## src/rtl/soc_pkg.sv

```systemverilog
// shared types and constants for the sphere to oriented box contact block
package soc_pkg;

  localparam int unsigned COORD_BITS = 16;
  localparam int unsigned AXIS_BITS  = 16;
  localparam int unsigned AXIS_FRAC  = 14;
  localparam int unsigned VEC_BITS   = 3 * COORD_BITS;
  localparam int unsigned AXV_BITS   = 3 * AXIS_BITS;
  localparam int          NST        = 18;

  typedef struct packed {
    logic [VEC_BITS-1:0]   ball_center;
    logic [COORD_BITS-1:0] ball_radius;
    logic [VEC_BITS-1:0]   box_center;
    logic [VEC_BITS-1:0]   box_size;
    logic [AXV_BITS-1:0]   box_axis_x;
    logic [AXV_BITS-1:0]   box_axis_y;
    logic [AXV_BITS-1:0]   box_axis_z;
    logic [15:0]           ball_friction;
    logic [15:0]           box_friction;
  } soc_in_t;

  typedef struct packed {
    logic                         hit;
    logic [VEC_BITS-1:0]          contact_point;
    logic [VEC_BITS-1:0]          box_arm;
    logic [VEC_BITS-1:0]          ball_arm;
    logic [AXV_BITS-1:0]          contact_normal;
    logic signed [COORD_BITS-1:0] penetration;
    logic [15:0]                  mean_friction;
    logic                         center_inside;
  } soc_out_t;

endpackage

```

## src/rtl/soc_sqrt_step.sv

```systemverilog
// four iterations of the digit-by-digit integer square root
module soc_sqrt_step (
  input  logic [31:0] x_i,
  input  logic [31:0] res_i,
  input  logic [3:0]  first_i,
  output logic [31:0] x_o,
  output logic [31:0] res_o
);
  import soc_pkg::*;

  logic [32:0] x, rs, b;
  int s;

  always_comb begin
    x = {1'b0, x_i};
    rs = {1'b0, res_i};
    b = '0;
    s = 0;
    for (int t = 0; t < 4; t++) begin
      s = 30 - 2 * (int'(first_i) + t);
      b = 33'd1 << s;
      if (x >= rs + b) begin
        x = x - (rs + b);
        rs = (rs >> 1) + b;
      end else begin
        rs = rs >> 1;
      end
    end
    x_o = x[31:0];
    res_o = rs[31:0];
  end

endmodule

```

## config.mk

```make
export PLATFORM = sky130hd
export DESIGN_NAME = soc_sqrt_step
export DESIGN_NICKNAME = d
export VERILOG_FILES = /design/src/rtl/soc_pkg.sv /design/src/rtl/soc_sqrt_step.sv
export SDC_FILE = /design/constraint.sdc
export NUM_CORES = 1
export LEC_CHECK = 0
export ABC_AREA = 0
export BUFFER_PORTS_ARGS = -buffer_cell sky130_fd_sc_hd__clkbuf_2
export CAP_MARGIN = 20
export CELL_PAD_IN_SITES_DETAIL_PLACEMENT = 0
export CELL_PAD_IN_SITES_GLOBAL_PLACEMENT = 1
export CORE_UTILIZATION = 35
export DETAILED_ROUTE_END_ITERATION = 6
export PLACE_DENSITY = 0.66
export SKIP_LAST_GASP = 1
export SLEW_MARGIN = 20
export SYNTH_ARGS = -nofsm -noshare
export SYNTH_HDL_FRONTEND = slang
export SYNTH_SLANG_ARGS = --single-unit
```

## constraint.sdc

```tcl
create_clock -name vclk -period 69.2
set_clock_uncertainty 0.1 [all_clocks]
set_input_delay 17.3 -clock vclk [all_inputs]
set_output_delay 17.3 -clock vclk [all_outputs]
set_load 0.02 [all_outputs]
```

==> out/summary.txt, run 1 <==
Netlist cell types -> 122
Crit path top cell by count -> a31oi_1
Setup_tns -> 0 ns
FMAX -> 16.29 MHz
Post-Place Setup Slack -> 8.394 ns
Yosys warns -> 0
Core area -> 52660 sq um
Fillers -> 5652
Global-route wire length before repair -> 108000 um
CP Capture Type -> primary output
Post-Syn Area per Cell -> 6.854 sq um
Drt wl/cell -> 20.20 um
Tcrit/Tclk final -> 88.70%
Setup CP Type -> input port to primary output
Post-synth top area cell -> ha_1
Final ANT Viol Nets -> 0
Most frequent cell after synthesis -> nand2_1
Setup violators final -> 0
Final hold violation count -> 0
Max FO, Critical Path -> 67
Die area -> 54250 sq um
Post-CTS Hold Buffers -> 0
WL met1 -> 31940 um
Routability cong. -> 0.9346
PostCTS Resize Cnt -> 0
Io pins -> 132
I/O Buffers -> 132
Crit-path max cell delay -> 1.01 ns
DRT Pass-1 Iters -> 5
P&R area growth vs syn -> 6.791%
Via count -> 20420
CP max stage cell -> nor4_1
Met3 WL -> 2556 um
Syn Inst Count -> 2723
Worst Tran Pin Value -> 1.144 ns
Post-Route WL -> 70200 um
Setup crit end -> x_o[9]
Largest net degree at the start of global routing -> 81
Antenna fix cells -> 0
Clock buffer cells -> 0
Chip height -> 232.9 um
Placement Cell Area -> 19930 sq um
GR Overflow Total -> 0
Layout cells sized above 1 -> 10.73%
Max Slew Vio Count -> 0
Reg area -> 0 sq um
DR top layer -> met5
Final-stage net count -> 3133
Vias in the first global route -> 19270
DR WL met2 -> 33270 um
Max-Cap Viols -> 0
Total GRT Usage -> 25.28%
Initial Util -> 35.45%
WP data arrival -> 43.98 ns
RSZ-0062 raised after global routing -> false
FFs & Latches -> 0
Multi-input logic area -> 17740 sq um
Vias/cell -> 5.876
Post-DP HPWL -> 59970 um
Design area -> 19930 sq um
Die W -> 232.9 um
Largest cells by area after synthesis -> ha_1 18%, xnor2_1 8.0%, nand2_1 6.1%
Residual DRC -> 0
Max transition margin -> 23.02%
Critical path launch point -> first_i[0]
Area of the mapped netlist -> 18660 sq um
Register area share after synthesis -> 0%
Hold crit path type -> input port to primary output
Syn nets -> 3067
Status -> finished clean
Slack of the critical path -> 7.818 ns
Initial antenna violation count -> 1
Post-synth top cells -> 302 x nand2_1, 272 x ha_1, 256 x nor2_1
Final Critical Period -> 61.38 ns
Startpoint types -> input port
Post CTS Setup Buffer Count -> 0
Initial DRC count -> 1462
Num rows -> 84
Req. time, crit path -> 51.80 ns
Yosys top cell area share -> 18.23%
[placed cells by master, fill, tap and decap left out, types with 25 or more instances in the layout]
master and instances:
nand2_1 300, ha_1 272, nor2_1 256, a21oi_1 187, o21ai_0 177, xnor2_1 171
inv_1 143, clkbuf_2 132, xor2_1 114, nand3_1 76, a21o_1 69, a31oi_1 65
and2_1 52, and3_1 48, nor3_1 47, o21bai_1 40, nand4_1 33, a211oi_1 31
o31ai_1 31, mux2_2 30, nor2b_1 27, or3_1 25
[area by class of cell]
class / count / share of cell area (%)
timing repair buffer: 147 / 3.879
inverter: 149 / 2.806
tap: 688 / 4.319
multi-input combinational: 2491 / 89.00
[through the flow]
step	instances	util (%)	hold WS, ns
6_report	3475	37.85	35.47
5_1_grt	3475	37.85	35.55
4_1_cts	3475	37.85	35.49
3_5_place_dp	3475	37.85	35.48
3_3_place_gp	3475	37.84	35.48
2_1_floorplan	2723	-	35.03
[how the worst min path moves through the flow]
stage	from	to	slack, ns	cells past startpoint
final	x_i[17]	x_o[17]	35.47	10
after global routing	x_i[17]	x_o[17]	35.55	10
after CTS	x_i[17]	x_o[17]	35.49	10
after detailed placement	x_i[17]	x_o[17]	35.48	10
after global placement	x_i[17]	x_o[17]	35.48	10
after floorplan	x_i[17]	x_o[17]	35.03	8
[critical path, delay by kind of cell]
family                   cells  cell delay, ns
AO/OA/AOI/OAI               56           14.94
AND/OR/NAND/NOR             15            4.12
multiplexers                 2            0.80
buffers and inverters       10            2.50
XOR/XNOR                     4            0.47
adder cells (fa/ha/maj)     10            3.75
[metal layers]
metal  up-vias  global-route usage (%)
met2       478                   44.35
met4         2                   7.578
met3        92                  0.9069
met1      9599                   33.22
li1      10250                       -
met5         -                       0
[kinds of logic (layout without fill, tap and decap cells)]
kind of cell | count (synthesis) | after routing | synth area share, %
fa+ha+maj | 277 | 277 | 18.72
xor+xnor | 291 | 291 | 13.90
simple gates | 973 | 973 | 25.18
compound gates | 899 | 899 | 34.10
buf+inv | 232 | 296 | 5.148
mux | 51 | 51 | 2.963
Power of run 1 is left out: the tool's default activity adds up to more than one toggle a clock period on the data nets, which glitch-free logic cannot reach.
==> run 2, diff against run 1 <==
--- a/config.mk
+++ b/config.mk
@@ -10,6 +10,7 @@
 export CAP_MARGIN = 20
 export CELL_PAD_IN_SITES_DETAIL_PLACEMENT = 0
 export CELL_PAD_IN_SITES_GLOBAL_PLACEMENT = 1
+export CORE_ASPECT_RATIO = 1.5
 export CORE_UTILIZATION = 35
 export DETAILED_ROUTE_END_ITERATION = 6
 export PLACE_DENSITY = 0.66
==> run 2 against run 1 <==
Compared with the run above:
- sequential cell count unchanged
- worst hold slack worse by 0.037 ns
- first-iteration DRC count down 31%
- critical path depth increased by 5
- sequential share of layout area is the same
- setup slack improved by 0.18 ns
- global-route usage up 0.43 points
- utilization hardly changed
==> out/summary.txt, run 2 (synthesis results as in run 1) <==
Max-Cap Viols -> 0
Commonest non-fill, non-tap cell in the layout -> nand2_1
Die area -> 54270 sq um
CP Capture Type -> primary output
Most frequent cells in the layout -> 300 x nand2_1, 272 x ha_1, 256 x nor2_1
Total GRT Usage -> 25.71%
Hold Path Depth -> 10
RSZ-0062 raised after global routing -> false
Post CTS Setup Buffer Count -> 0
Vias in the first global route -> 20070
Drt wl/cell -> 20.68 um
I/O Buffers -> 132
Final hold violation count -> 0
Final-stage net count -> 3137
GR Overflow Total -> 0
Post-DP HPWL -> 61470 um
Hold Path End -> x_o[17]
Die W -> 190.6 um
Setup violators final -> 0
Post-Route WL -> 71830 um
Global-route wire length before repair -> 110400 um
Setup CP Type -> input port to primary output
Design area -> 19950 sq um
Clock buffer cells -> 0
Io pins -> 132
Status -> finished clean
Residual DRC -> 0
Layout cells sized above 1 -> 10.82%
Cell Count, Final, Fillers Out -> 3473
Initial Util -> 35.41%
Antenna fix cells -> 0
P&R area growth vs syn -> 6.885%
FFs & Latches -> 0
Final ANT Viol Nets -> 0
Final Critical Period -> 61.21 ns
Tcrit/Tclk final -> 88.45%
Max Slew Vio Count -> 0
Placement Cell Area -> 19950 sq um
Crit path top cell by count -> a31oi_1
FMAX -> 16.34 MHz
Post-CTS Hold Buffers -> 0
Worst Tran Pin Value -> 1.173 ns
Via count -> 20340
Hold_sp -> x_i[17]
Initial antenna violation count -> 0
Startpoint types -> input port
Setup_tns -> 0 ns
Num rows -> 103
Max transition margin -> 21.17%
Crit-path max cell delay -> 0.69 ns
WP data arrival -> 43.81 ns
Core area -> 52710 sq um
DRT Pass-1 Iters -> 5
Largest net degree at the start of global routing -> 81
Routability cong. -> 0.9737
Req. time, crit path -> 51.80 ns
Vias/cell -> 5.857
Max FO, Critical Path -> 64
Placed Instances -> 3473
PostCTS Resize Cnt -> 0
Chip height -> 284.8 um
CP max stage cell -> a2111oi_0
Hold crit path type -> input port to primary output
Initial DRC count -> 1009
Reg area -> 0 sq um
## run 2: cell count changes in the layout (fill, tap and decap cells not counted)
cell     change
o21ai_1      -1
o31ai_1      +1
o21ai_0      +1
o31ai_2      -1
buf_4        +4
## run 2: worst max path at each step
stage                           end  slack (ns)       start  cells after the start
after floorplan              x_o[0]       11.54  first_i[0]                    117
after global placement    res_o[30]        8.51  first_i[0]                    102
after detailed placement  res_o[30]        7.97  first_i[0]                    102
after CTS                 res_o[30]        7.87  first_i[0]                    102
after global routing      res_o[30]        6.23  first_i[0]                    102
final                     res_o[30]        7.99  first_i[0]                    102
## run 2: per-stage QoR
step,utilization (%),worst slack (ns),hold WS [ns]
3_5_place_dp,37.85,7.966,35.43
6_report,37.85,7.995,35.44
4_1_cts,37.85,7.868,35.43
5_1_grt,37.85,6.228,35.49
3_3_place_gp,37.85,8.513,35.44
2_1_floorplan,-,11.54,35.03
## run 2: cell type report
class                           instances  area (sq um)
Fill cell                            5723         32760
Multi-Input combinational cell       2491         17730
Tap cell                              682         853.3
Timing Repair Buffer                  151         803.3
Inverter                              149         559.3
## run 2: critical path, delay by kind of cell
family	cells	cell delay [ns]
buffers and inverters	11	2.86
xor gates and xnor gates	3	0.39
AOI/OAI and AO/OA	58	14.63
muxes	2	0.46
and+or+nand+nor	18	4.19
adders and majority gates	10	3.89
## run 2: layer usage
metal / global-route usage, % / routed length [um] / up-vias
li1: - / - / 10270
met1: 31.16 / 30600 / 9476
met2: 47.85 / 35970 / 505
met3: 0.5662 / 2384 / 89
met4: 8.940 / 2871 / 0
met5: 0 / 0 / -
Power of run 2 is left out for the same reason.
