--- src/rtl/soc_pkg.sv ---
// shared types and constants for the sphere to oriented box contact block
package soc_pkg;

  localparam int unsigned COORD_BITS = 16;
  localparam int unsigned AXIS_BITS  = 16;
  localparam int unsigned AXIS_FRAC  = 14;
  localparam int unsigned VEC_BITS   = 3 * COORD_BITS;
  localparam int unsigned AXV_BITS   = 3 * AXIS_BITS;
  localparam int          NST        = 18;

  typedef struct packed {
    logic [VEC_BITS-1:0]   ball_center;
    logic [COORD_BITS-1:0] ball_radius;
    logic [VEC_BITS-1:0]   box_center;
    logic [VEC_BITS-1:0]   box_size;
    logic [AXV_BITS-1:0]   box_axis_x;
    logic [AXV_BITS-1:0]   box_axis_y;
    logic [AXV_BITS-1:0]   box_axis_z;
    logic [15:0]           ball_friction;
    logic [15:0]           box_friction;
  } soc_in_t;

  typedef struct packed {
    logic                         hit;
    logic [VEC_BITS-1:0]          contact_point;
    logic [VEC_BITS-1:0]          box_arm;
    logic [VEC_BITS-1:0]          ball_arm;
    logic [AXV_BITS-1:0]          contact_normal;
    logic signed [COORD_BITS-1:0] penetration;
    logic [15:0]                  mean_friction;
    logic                         center_inside;
  } soc_out_t;

endpackage

--- src/rtl/soc_div_step.sv ---
// up to four quotient bits of a restoring divider lane
module soc_div_step (
  input  logic [17:0] rem_i,
  input  logic [14:0] q_i,
  input  logic [17:0] den_i,
  input  logic [14:0] nlo_i,
  input  logic [3:0]  hi_i,
  input  logic [2:0]  cnt_i,
  output logic [17:0] rem_o,
  output logic [14:0] q_o
);
  import soc_pkg::*;

  logic [18:0] t19;
  logic [17:0] rem;
  logic [14:0] q;
  int idx;

  always_comb begin
    rem = rem_i;
    q = q_i;
    t19 = '0;
    idx = 0;
    for (int t = 0; t < 4; t++) begin
      if (t < int'(cnt_i)) begin
        idx = int'(hi_i) - t;
        t19 = {rem, nlo_i[idx[3:0]]};
        if (t19 >= {1'b0, den_i}) begin
          t19 = t19 - {1'b0, den_i};
          q = {q[13:0], 1'b1};
        end else begin
          q = {q[13:0], 1'b0};
        end
        rem = t19[17:0];
      end
    end
    rem_o = rem;
    q_o = q;
  end

endmodule

--- config.mk ---
export PLATFORM = sky130hd
export DESIGN_NAME = soc_div_step
export DESIGN_NICKNAME = d
export VERILOG_FILES = /design/src/rtl/soc_pkg.sv /design/src/rtl/soc_div_step.sv
export SDC_FILE = /design/constraint.sdc
export NUM_CORES = 1
export LEC_CHECK = 0
export BUFFER_PORTS_ARGS = -buffer_cell sky130_fd_sc_hd__clkbuf_2
export CORE_UTILIZATION = 55
export DETAILED_ROUTE_END_ITERATION = 16
export PLACE_DENSITY = 0.74
export SLEW_MARGIN = 10
export SYNTH_ARGS = -nofsm -noshare
export SYNTH_HDL_FRONTEND = slang
export SYNTH_SLANG_ARGS = --single-unit
--- constraint.sdc ---
create_clock -name vclk -period 35.5
set_clock_uncertainty 0.05 [all_clocks]
set_input_delay 1.775 -clock vclk [all_inputs]
set_output_delay 1.775 -clock vclk [all_outputs]
set_load 0.03 [all_outputs]
==> impl_metrics.py, run 1 <==
metrics = {
    "outcome": {
        "outcome": "finished, final reports clean",
    },
    "logic_synthesis": {
        "synthDistinctLibCells": 74,
        "synth_seq_area_share_pct": 0,
        "syn_nets": 1144,
        "syn_avg_cell_area_um2": 6.90,
        "synth_cells": 989,
        "yosys_warnings": 0,
        "netlist_area_um2": 6820,
    },
    "setup_path": {
        "critPathSlowestCell": "a21oi_1",
        "crit_arrival_ps": 15100,
        "cp_max_fo": 20,
        "crit_path_start_kind": "input port",
        "criticalPathCategory": "in2out",
        "crit_path_end_kind": "primary output",
        "max_stage_delay_ps": 830,
        "crit_required_ps": 33670,
    },
    "timing": {
        "final-hold-violation-count": 0,
        "slew_violations": 0,
        "setup_viol": 0,
        "tns_ps": 0,
        "final.period_utilization_pct": 47.7,
        "max_slew_margin_pct": 17.6,
        "fmax_mhz": 59.1,
        "final.min_clock_period_ps": 16920,
        "rsz0062_at_grt": "false",
        "whs_ps": 3900,
        "tightest_slew_ps": 1240,
    },
    "layout": {
        "diodes": 0,
        "final_common_cell": "clkbuf_2",
        "nClkBuffers": 0,
        "final-seq-area_um2": 0,
        "areaGrowthSynthToFinish_pct": 7.70,
        "final_cell_mix": "clkbuf_2, nor2_1, a21oi_1",
        "nets": 1199,
        "seq_cells": 0,
        "layout-drive-gt1-share_pct": 15.9,
        "fin_area_um2": 7350,
    },
    "global_routing": {
        "antenna_found_initial": 0,
        "grt_util_all_layers_pct": 32.2,
        "grt_pass1_wl_um": 34200,
        "grt_pass1_vias": 6914,
        "grt_overflow": 0,
        "grt_max_degree": 54,
    },
    "placed_design": {
        "gp_congestion": 0.948,
        "io_buffers": 106,
        "place_area_um2": 7350,
        "hpwlAfterDp_um": 17200,
    },
    "cts": {
        "cts_setup_buffers": 0,
        "ctsHoldBuffers": 0,
        "ctsResizeCount": 0,
    },
    "floorplan": {
        "core_area_um2": 12100,
        "rows": 40,
        "initial_utilization_pct": 56.6,
        "dieHeight_um": 113,
        "die_w_um": 113,
        "dieArea_um2": 12900,
        "pin_count": 106,
    },
    "pwr": {
        "peakVddDrop_v": 0.0000396,
        "p_leak_uw": 0.00329,
        "power_density_nw_per_um2": 69.4,
    },
    "detailed_routing": {
        "ant_nets": 0,
        "routed_wl_um": 21100,
        "first_pass_iters": 5,
        "wl_per_cell_um": 17.5,
        "drc": 0,
        "viasPerCell": 6.52,
        "vias": 7893,
        "first_iter_violations": 761,
    },
    "hold_path": {
        "hold_depth": 4,
        "min_from": "q_i[9]",
        "hp-class": "in2out",
        "min_to": "q_o[13]",
    },
    "flow_run": {
        "drv_cap": 0,
    },
}
Yosys cell counts, drive strengths merged (15+ instances only):
cell,instances,area (um^2)
a21o,20,150
o211ai,21,158
clkbuf,40,151
xor2,16,140
a21oi,95,483
mux4,20,450
nand2,87,334
o21ai,60,300
xnor2,34,298
mux2,15,169
buf,19,111
nand3,37,185
a211oi,34,255
nor2,95,357
nand2b,15,93.8
nor3,33,175
mux2i,35,350
o21a,22,165
ha,78,976
inv,49,184
where the power goes:
| part | internal, uW | total (uW) | switching [uW] |
|---|---|---|---|
| clock | 0 | 0 | 0 |
| combinational | 200 | 510 | 310 |
| sequential | 0 | 0 | 0 |
cell type report:
cell class | instances | area, um^2
Tap cell | 168 | 210
Fill cell | 1203 | 4710
Inverter | 49 | 184
Multi-Input combinational cell | 881 | 6380
Timing Repair Buffer | 112 | 576
layer usage:
metal / routed length, um / track usage, % / up-vias
met1: 9440 / 44.2 / 3615
met2: 9540 / 53.5 / 345
met4: 788 / 12.0 / 0
met5: 0 / 0 / -
met3: 1370 / 1.54 / 58
li1: - / - / 3875
worst max-delay path by stage:
stage / start / end / slack [ps] / depth (start not counted)
after global routing: hi_i[0] / rem_o[4] / 17650 / 43
after floorplan: hi_i[0] / rem_o[17] / 21070 / 48
after CTS: hi_i[0] / rem_o[3] / 18770 / 43
after global placement: hi_i[0] / rem_o[4] / 19140 / 43
after detailed placement: hi_i[0] / rem_o[3] / 18850 / 43
final: hi_i[0] / rem_o[3] / 18580 / 43
cell families after synthesis:
family                     synth area share, %
and+or+nand+nor                           22.7
xor gates and xnor gates                  6.42
buffers and inverters                     6.55
muxes                                     14.2
adders and majority gates                 15.5
AOI/OAI and AO/OA                         34.7
worst max-delay path: cells and delay by family:
family                   cells  cell delay [ps]
AO/OA/AOI/OAI               22             7530
adder cells (fa/ha/maj)      4             1250
buffers and inverters        3              680
multiplexers                 8             2470
AND/OR/NAND/NOR              6             1360
per-stage QoR:
stage                     std cells  total power (uW)  worst slack [ps]  util [%]
after global placement         1210               498             19140      60.9
after floorplan                 989               404             21070         -
final                          1210               510             18580      60.9
after global routing           1210               556             17650      60.9
after CTS                      1210               503             18770      60.9
after detailed placement       1210               501             18850      60.9
(Power assumes the default switching activity.)
==> inputs of run 2 (changes only) <==
--- a/config.mk
+++ b/config.mk
@@ -8,7 +8,7 @@
 export BUFFER_PORTS_ARGS = -buffer_cell sky130_fd_sc_hd__clkbuf_2
 export CORE_UTILIZATION = 55
 export DETAILED_ROUTE_END_ITERATION = 16
-export PLACE_DENSITY = 0.74
+export PLACE_DENSITY = 0.77
 export SLEW_MARGIN = 10
 export SYNTH_ARGS = -nofsm -noshare
 export SYNTH_HDL_FRONTEND = slang
==> constraint.sdc (replaced) <==
create_clock -name vclk -period 15.3
set_clock_uncertainty 0.05 [all_clocks]
set_input_delay 0.765 -clock vclk [all_inputs]
set_output_delay 0.765 -clock vclk [all_outputs]
set_load 0.03 [all_outputs]
==> run 2 against run 1 <==
Compared with the run above: first-iteration DRC count increased by 11%; critical path depth up 3; non-clock buffer count up 3; via count grew 1.0%; clock-buffer cell count unchanged; setup slack got worse by 17000 ps; total power up 140%; critical endpoint is now rem_o[1]; largest cell class unchanged.
==> impl_metrics.py, run 2 (synthesized netlist as in run 1, its figures left out) <==
metrics = {
    "outcome": {
        "outcome": "finished, final reports clean",
    },
    "cts": {
        "ctsResizeCount": 0,
        "ctsHoldBuffers": 0,
        "cts_setup_buffers": 0,
    },
    "detailed_routing": {
        "first_pass_iters": 6,
        "routed_wl_um": 21800,
        "wl_per_cell_um": 18.0,
        "first_iter_violations": 844,
        "vias": 7975,
        "viasPerCell": 6.57,
        "ant_nets": 0,
        "drc": 0,
    },
    "timing": {
        "tightest_slew_ps": 1010,
        "setup_viol": 0,
        "fmax_mhz": 71.4,
        "max_slew_margin_pct": 32.6,
        "slew_violations": 0,
        "final.min_clock_period_ps": 14000,
        "final.period_utilization_pct": 91.5,
        "rsz0062_at_grt": "false",
        "final-hold-violation-count": 0,
        "tns_ps": 0,
        "worst_slack_ps": 1300,
    },
    "floorplan": {
        "dieArea_um2": 12900,
        "die_w_um": 113,
        "core_area_um2": 12100,
        "dieHeight_um": 113,
        "rows": 40,
        "initial_utilization_pct": 56.6,
        "pin_count": 106,
    },
    "layout": {
        "seq_cells": 0,
        "fin_cells": 1213,
        "nets": 1202,
        "final_cell_mix": "clkbuf_2, nor2_1, a21oi_1",
        "final-seq-area_um2": 0,
        "areaGrowthSynthToFinish_pct": 8.09,
        "fillCellCount": 1212,
        "diodes": 0,
        "layout-drive-gt1-share_pct": 16.3,
        "final_common_cell": "clkbuf_2",
        "nClkBuffers": 0,
    },
    "global_routing": {
        "grt_pass1_wl_um": 34800,
        "grt_pass1_vias": 6911,
        "grt_overflow": 0,
        "grt_max_degree": 54,
        "antenna_found_initial": 0,
        "grt_util_all_layers_pct": 33.1,
    },
    "setup_path": {
        "crit_path_end_kind": "primary output",
        "crit_buf_inv": 4,
        "cp_max_fo": 27,
        "criticalPathCategory": "in2out",
        "critPathSlowestCell": "a21o_1",
        "crit_required_ps": 14490,
        "crit_arrival_ps": 13190,
        "max_stage_delay_ps": 700,
        "cpLargestDelayFamily": "compound AO/OA/AOI/OAI gates",
        "crit_path_start_kind": "input port",
    },
    "pwr": {
        "p_switching_uw": 731,
        "p_leak_uw": 0.00331,
        "cell_internal_pwr_uw": 470,
        "p_comb_share_pct": 100.0,
        "peakVddDrop_v": 0.0000971,
        "swShare_pct": 60.9,
        "power_density_nw_per_um2": 163,
        "seq_power_share_pct": 0,
        "p_clk_share_pct": 0,
    },
    "placed_design": {
        "placed_cells": 1213,
        "gp_congestion": 1.02,
        "io_buffers": 106,
        "hpwlAfterDp_um": 17700,
        "pre_cts_slack_ps": 1130,
    },
    "hold_path": {
        "hp-class": "in2out",
    },
    "flow_run": {
        "drv_cap": 0,
    },
}
[run 2: changes by cell type in the layout (fill, tap and decap cells not counted), sizes merged]
cell and delta:
buf +3
[run 2: cell type report]
type / instances / area, um^2 / share of cell area (%)
well taps: 168 / 210 / 2.85
multi-input cells: 881 / 6380 / 86.5
inverters: 49 / 184 / 2.49
repair buffers: 115 / 598 / 8.11
[run 2: worst paths after layout]
check,startpoint,to,slack (ps),cells past startpoint
hold / removal,q_i[7],q_o[11],1880,4
setup / recovery,hi_i[0],rem_o[1],1300,46
[run 2: metal layers]
metal  share of wire (%)  track usage (%)  wire, um
met1                  43             45.2      9440
met2                  46             55.8      9960
met3                 7.7             1.97      1670
met4                 3.2             10.7       706
met5                   0                0         0
[run 2: power by group through the flow]
stage          logic, uW  registers [uW]  clock network, uW
3_5_place_dp        1180               0                  0
4_1_cts             1180               0                  0
5_1_grt             1310               0                  0
6_report            1200               0                  0
2_1_floorplan        937               0                  0
3_3_place_gp        1170               0                  0
[run 2: stage by stage]
| stage | hold WS [ps] | area (um^2) | util, % | total power (uW) |
|---|---|---|---|---|
| floorplan | 1700 | 6820 | - | 937 |
| global placement | 1880 | 7370 | 61.1 | 1170 |
| detailed placement | 1880 | 7370 | 61.1 | 1180 |
| CTS | 1880 | 7370 | 61.1 | 1180 |
| global route | 1890 | 7370 | 61.1 | 1310 |
| finish | 1880 | 7370 | 61.1 | 1200 |
==> inputs of run 3 (changes only) <==
--- a/config.mk
+++ b/config.mk
@@ -6,6 +6,8 @@
 export NUM_CORES = 1
 export LEC_CHECK = 0
 export BUFFER_PORTS_ARGS = -buffer_cell sky130_fd_sc_hd__clkbuf_2
+export CAP_MARGIN = 30
+export CORE_MARGIN = 1.5
 export CORE_UTILIZATION = 55
 export DETAILED_ROUTE_END_ITERATION = 16
 export PLACE_DENSITY = 0.77
==> constraint.sdc (replaced) <==
create_clock -name vclk -period 15.3
set_clock_uncertainty 0.05 [all_clocks]
set_input_delay 0.765 -clock vclk [all_inputs]
set_output_delay 0.765 -clock vclk [all_outputs]
set_load 0.02 [all_outputs]
==> run 3 against run 2 <==
Compared with the run above: core utilization is 0.16 points higher; non-clock buffer count is 2 higher; hold slack worse by 28 ps; cell area is 0.25% higher; largest cell class unchanged; critical path depth is 3 lower.
==> impl_metrics.py, run 3 (synthesized netlist as in run 1, its figures left out) <==
metrics = {
    "setup_path": {
        "crit_arrival_ps": 13210,
        "crit_required_ps": 14490,
        "crit_path_start_kind": "input port",
        "max_stage_delay_ps": 710,
        "path_common_cell": "ha_1",
        "critPathSlowestCell": "a2111oi_0",
        "cp_max_fo": 27,
        "crit_path_end_kind": "primary output",
        "criticalPathCategory": "in2out",
    },
    "hold_path": {
        "hold_depth": 4,
        "hp-class": "in2out",
    },
    "detailed_routing": {
        "wl_per_cell_um": 18.0,
        "first_iter_violations": 877,
        "ant_nets": 0,
        "first_pass_iters": 8,
        "routed_wl_um": 21900,
        "drc": 0,
        "vias": 7891,
        "viasPerCell": 6.49,
    },
    "global_routing": {
        "grt_pass1_wl_um": 35000,
        "antenna_found_initial": 0,
        "grt_util_all_layers_pct": 32.5,
        "grt_pass1_vias": 7046,
        "grt_overflow": 0,
        "grt_max_degree": 54,
    },
    "layout": {
        "final-seq-area_um2": 0,
        "diodes": 0,
        "final_common_cell": "clkbuf_2",
        "seq_cells": 0,
        "nets": 1204,
        "nClkBuffers": 0,
        "fin_area_um2": 7390,
        "final_cell_mix": "clkbuf_2, nor2_1, a21oi_1",
        "fillCellCount": 1175,
        "layout-drive-gt1-share_pct": 16.3,
        "areaGrowthSynthToFinish_pct": 8.36,
    },
    "cts": {
        "ctsHoldBuffers": 0,
        "cts_setup_buffers": 0,
        "ctsResizeCount": 0,
    },
    "pwr": {
        "p_leak_uw": 0.00332,
        "peakVddDrop_v": 0.0000930,
        "power_density_nw_per_um2": 157,
    },
    "floorplan": {
        "initial_utilization_pct": 56.6,
        "die_w_um": 114,
        "core_area_um2": 12100,
        "rows": 40,
        "pin_count": 106,
        "dieHeight_um": 114,
        "dieArea_um2": 13100,
    },
    "flow_run": {
        "drv_cap": 0,
    },
    "timing": {
        "rsz0062_at_grt": "false",
        "setup_viol": 0,
        "tns_ps": 0,
        "fmax_mhz": 71.3,
        "max_slew_margin_pct": 35.6,
        "final.min_clock_period_ps": 14020,
        "tightest_slew_ps": 962,
        "final.period_utilization_pct": 91.6,
        "whs_ps": 1850,
        "final-hold-violation-count": 0,
        "slew_violations": 0,
    },
    "outcome": {
        "outcome": "finished, final reports clean",
    },
    "placed_design": {
        "hpwlAfterDp_um": 17700,
        "io_buffers": 106,
        "place_area_um2": 7370,
        "gp_congestion": 0.992,
    },
}
==> run 3: changes by cell type in the layout (fill, tap and decap cells not counted), sizes merged <==
cell,delta
buf,+2
==> run 3: worst paths after layout <==
check	start	end	slack (ps)
setup / recovery	hi_i[0]	rem_o[1]	1280
hold / removal	q_i[7]	q_o[11]	1850
==> run 3: metal layers <==
layer  track usage (%)  vias to the layer above  wire, um
met4              11.1                        0       840
met5                 0                        -         0
met1              43.7                     3569      9620
met2              54.7                      370      9830
met3              2.70                       68      1560
li1                  -                     3884         -
==> run 3: worst max-delay path, delay by kind of cell <==
family / cells / cell delay [ps]
AO/OA/AOI/OAI: 25 / 8140
multiplexers: 5 / 1420
adder cells (fa/ha/maj): 4 / 1290
AND/OR/NAND/NOR: 7 / 1020
buffers and inverters: 2 / 550
==> run 3: area by class of cell <==
type               count  area, um^2  area share [%]
repair buffers       117         621            8.39
inverters             49         184            2.49
well taps            168         210            2.84
multi-input cells    881        6380            86.3
==> run 3: through the flow <==
stage	power [uW]	instances	worst slack (ps)	util [%]
2_1_floorplan	893	989	3100	-
3_3_place_gp	1130	1213	1520	61.1
3_5_place_dp	1130	1213	1160	61.1
4_1_cts	1140	1213	1100	61.1
5_1_grt	1270	1215	505	61.3
6_report	1160	1215	1280	61.3
==> run 3: power breakdown <==
group | switching [uW] | leakage (uW) | total [uW] | internal [uW]
combinational | 690 | 0.00332 | 1160 | 471
sequential | 0 | 0 | 0 | 0
clock | 0 | 0 | 0 | 0
total | 690 | 0.00332 | 1160 | 471
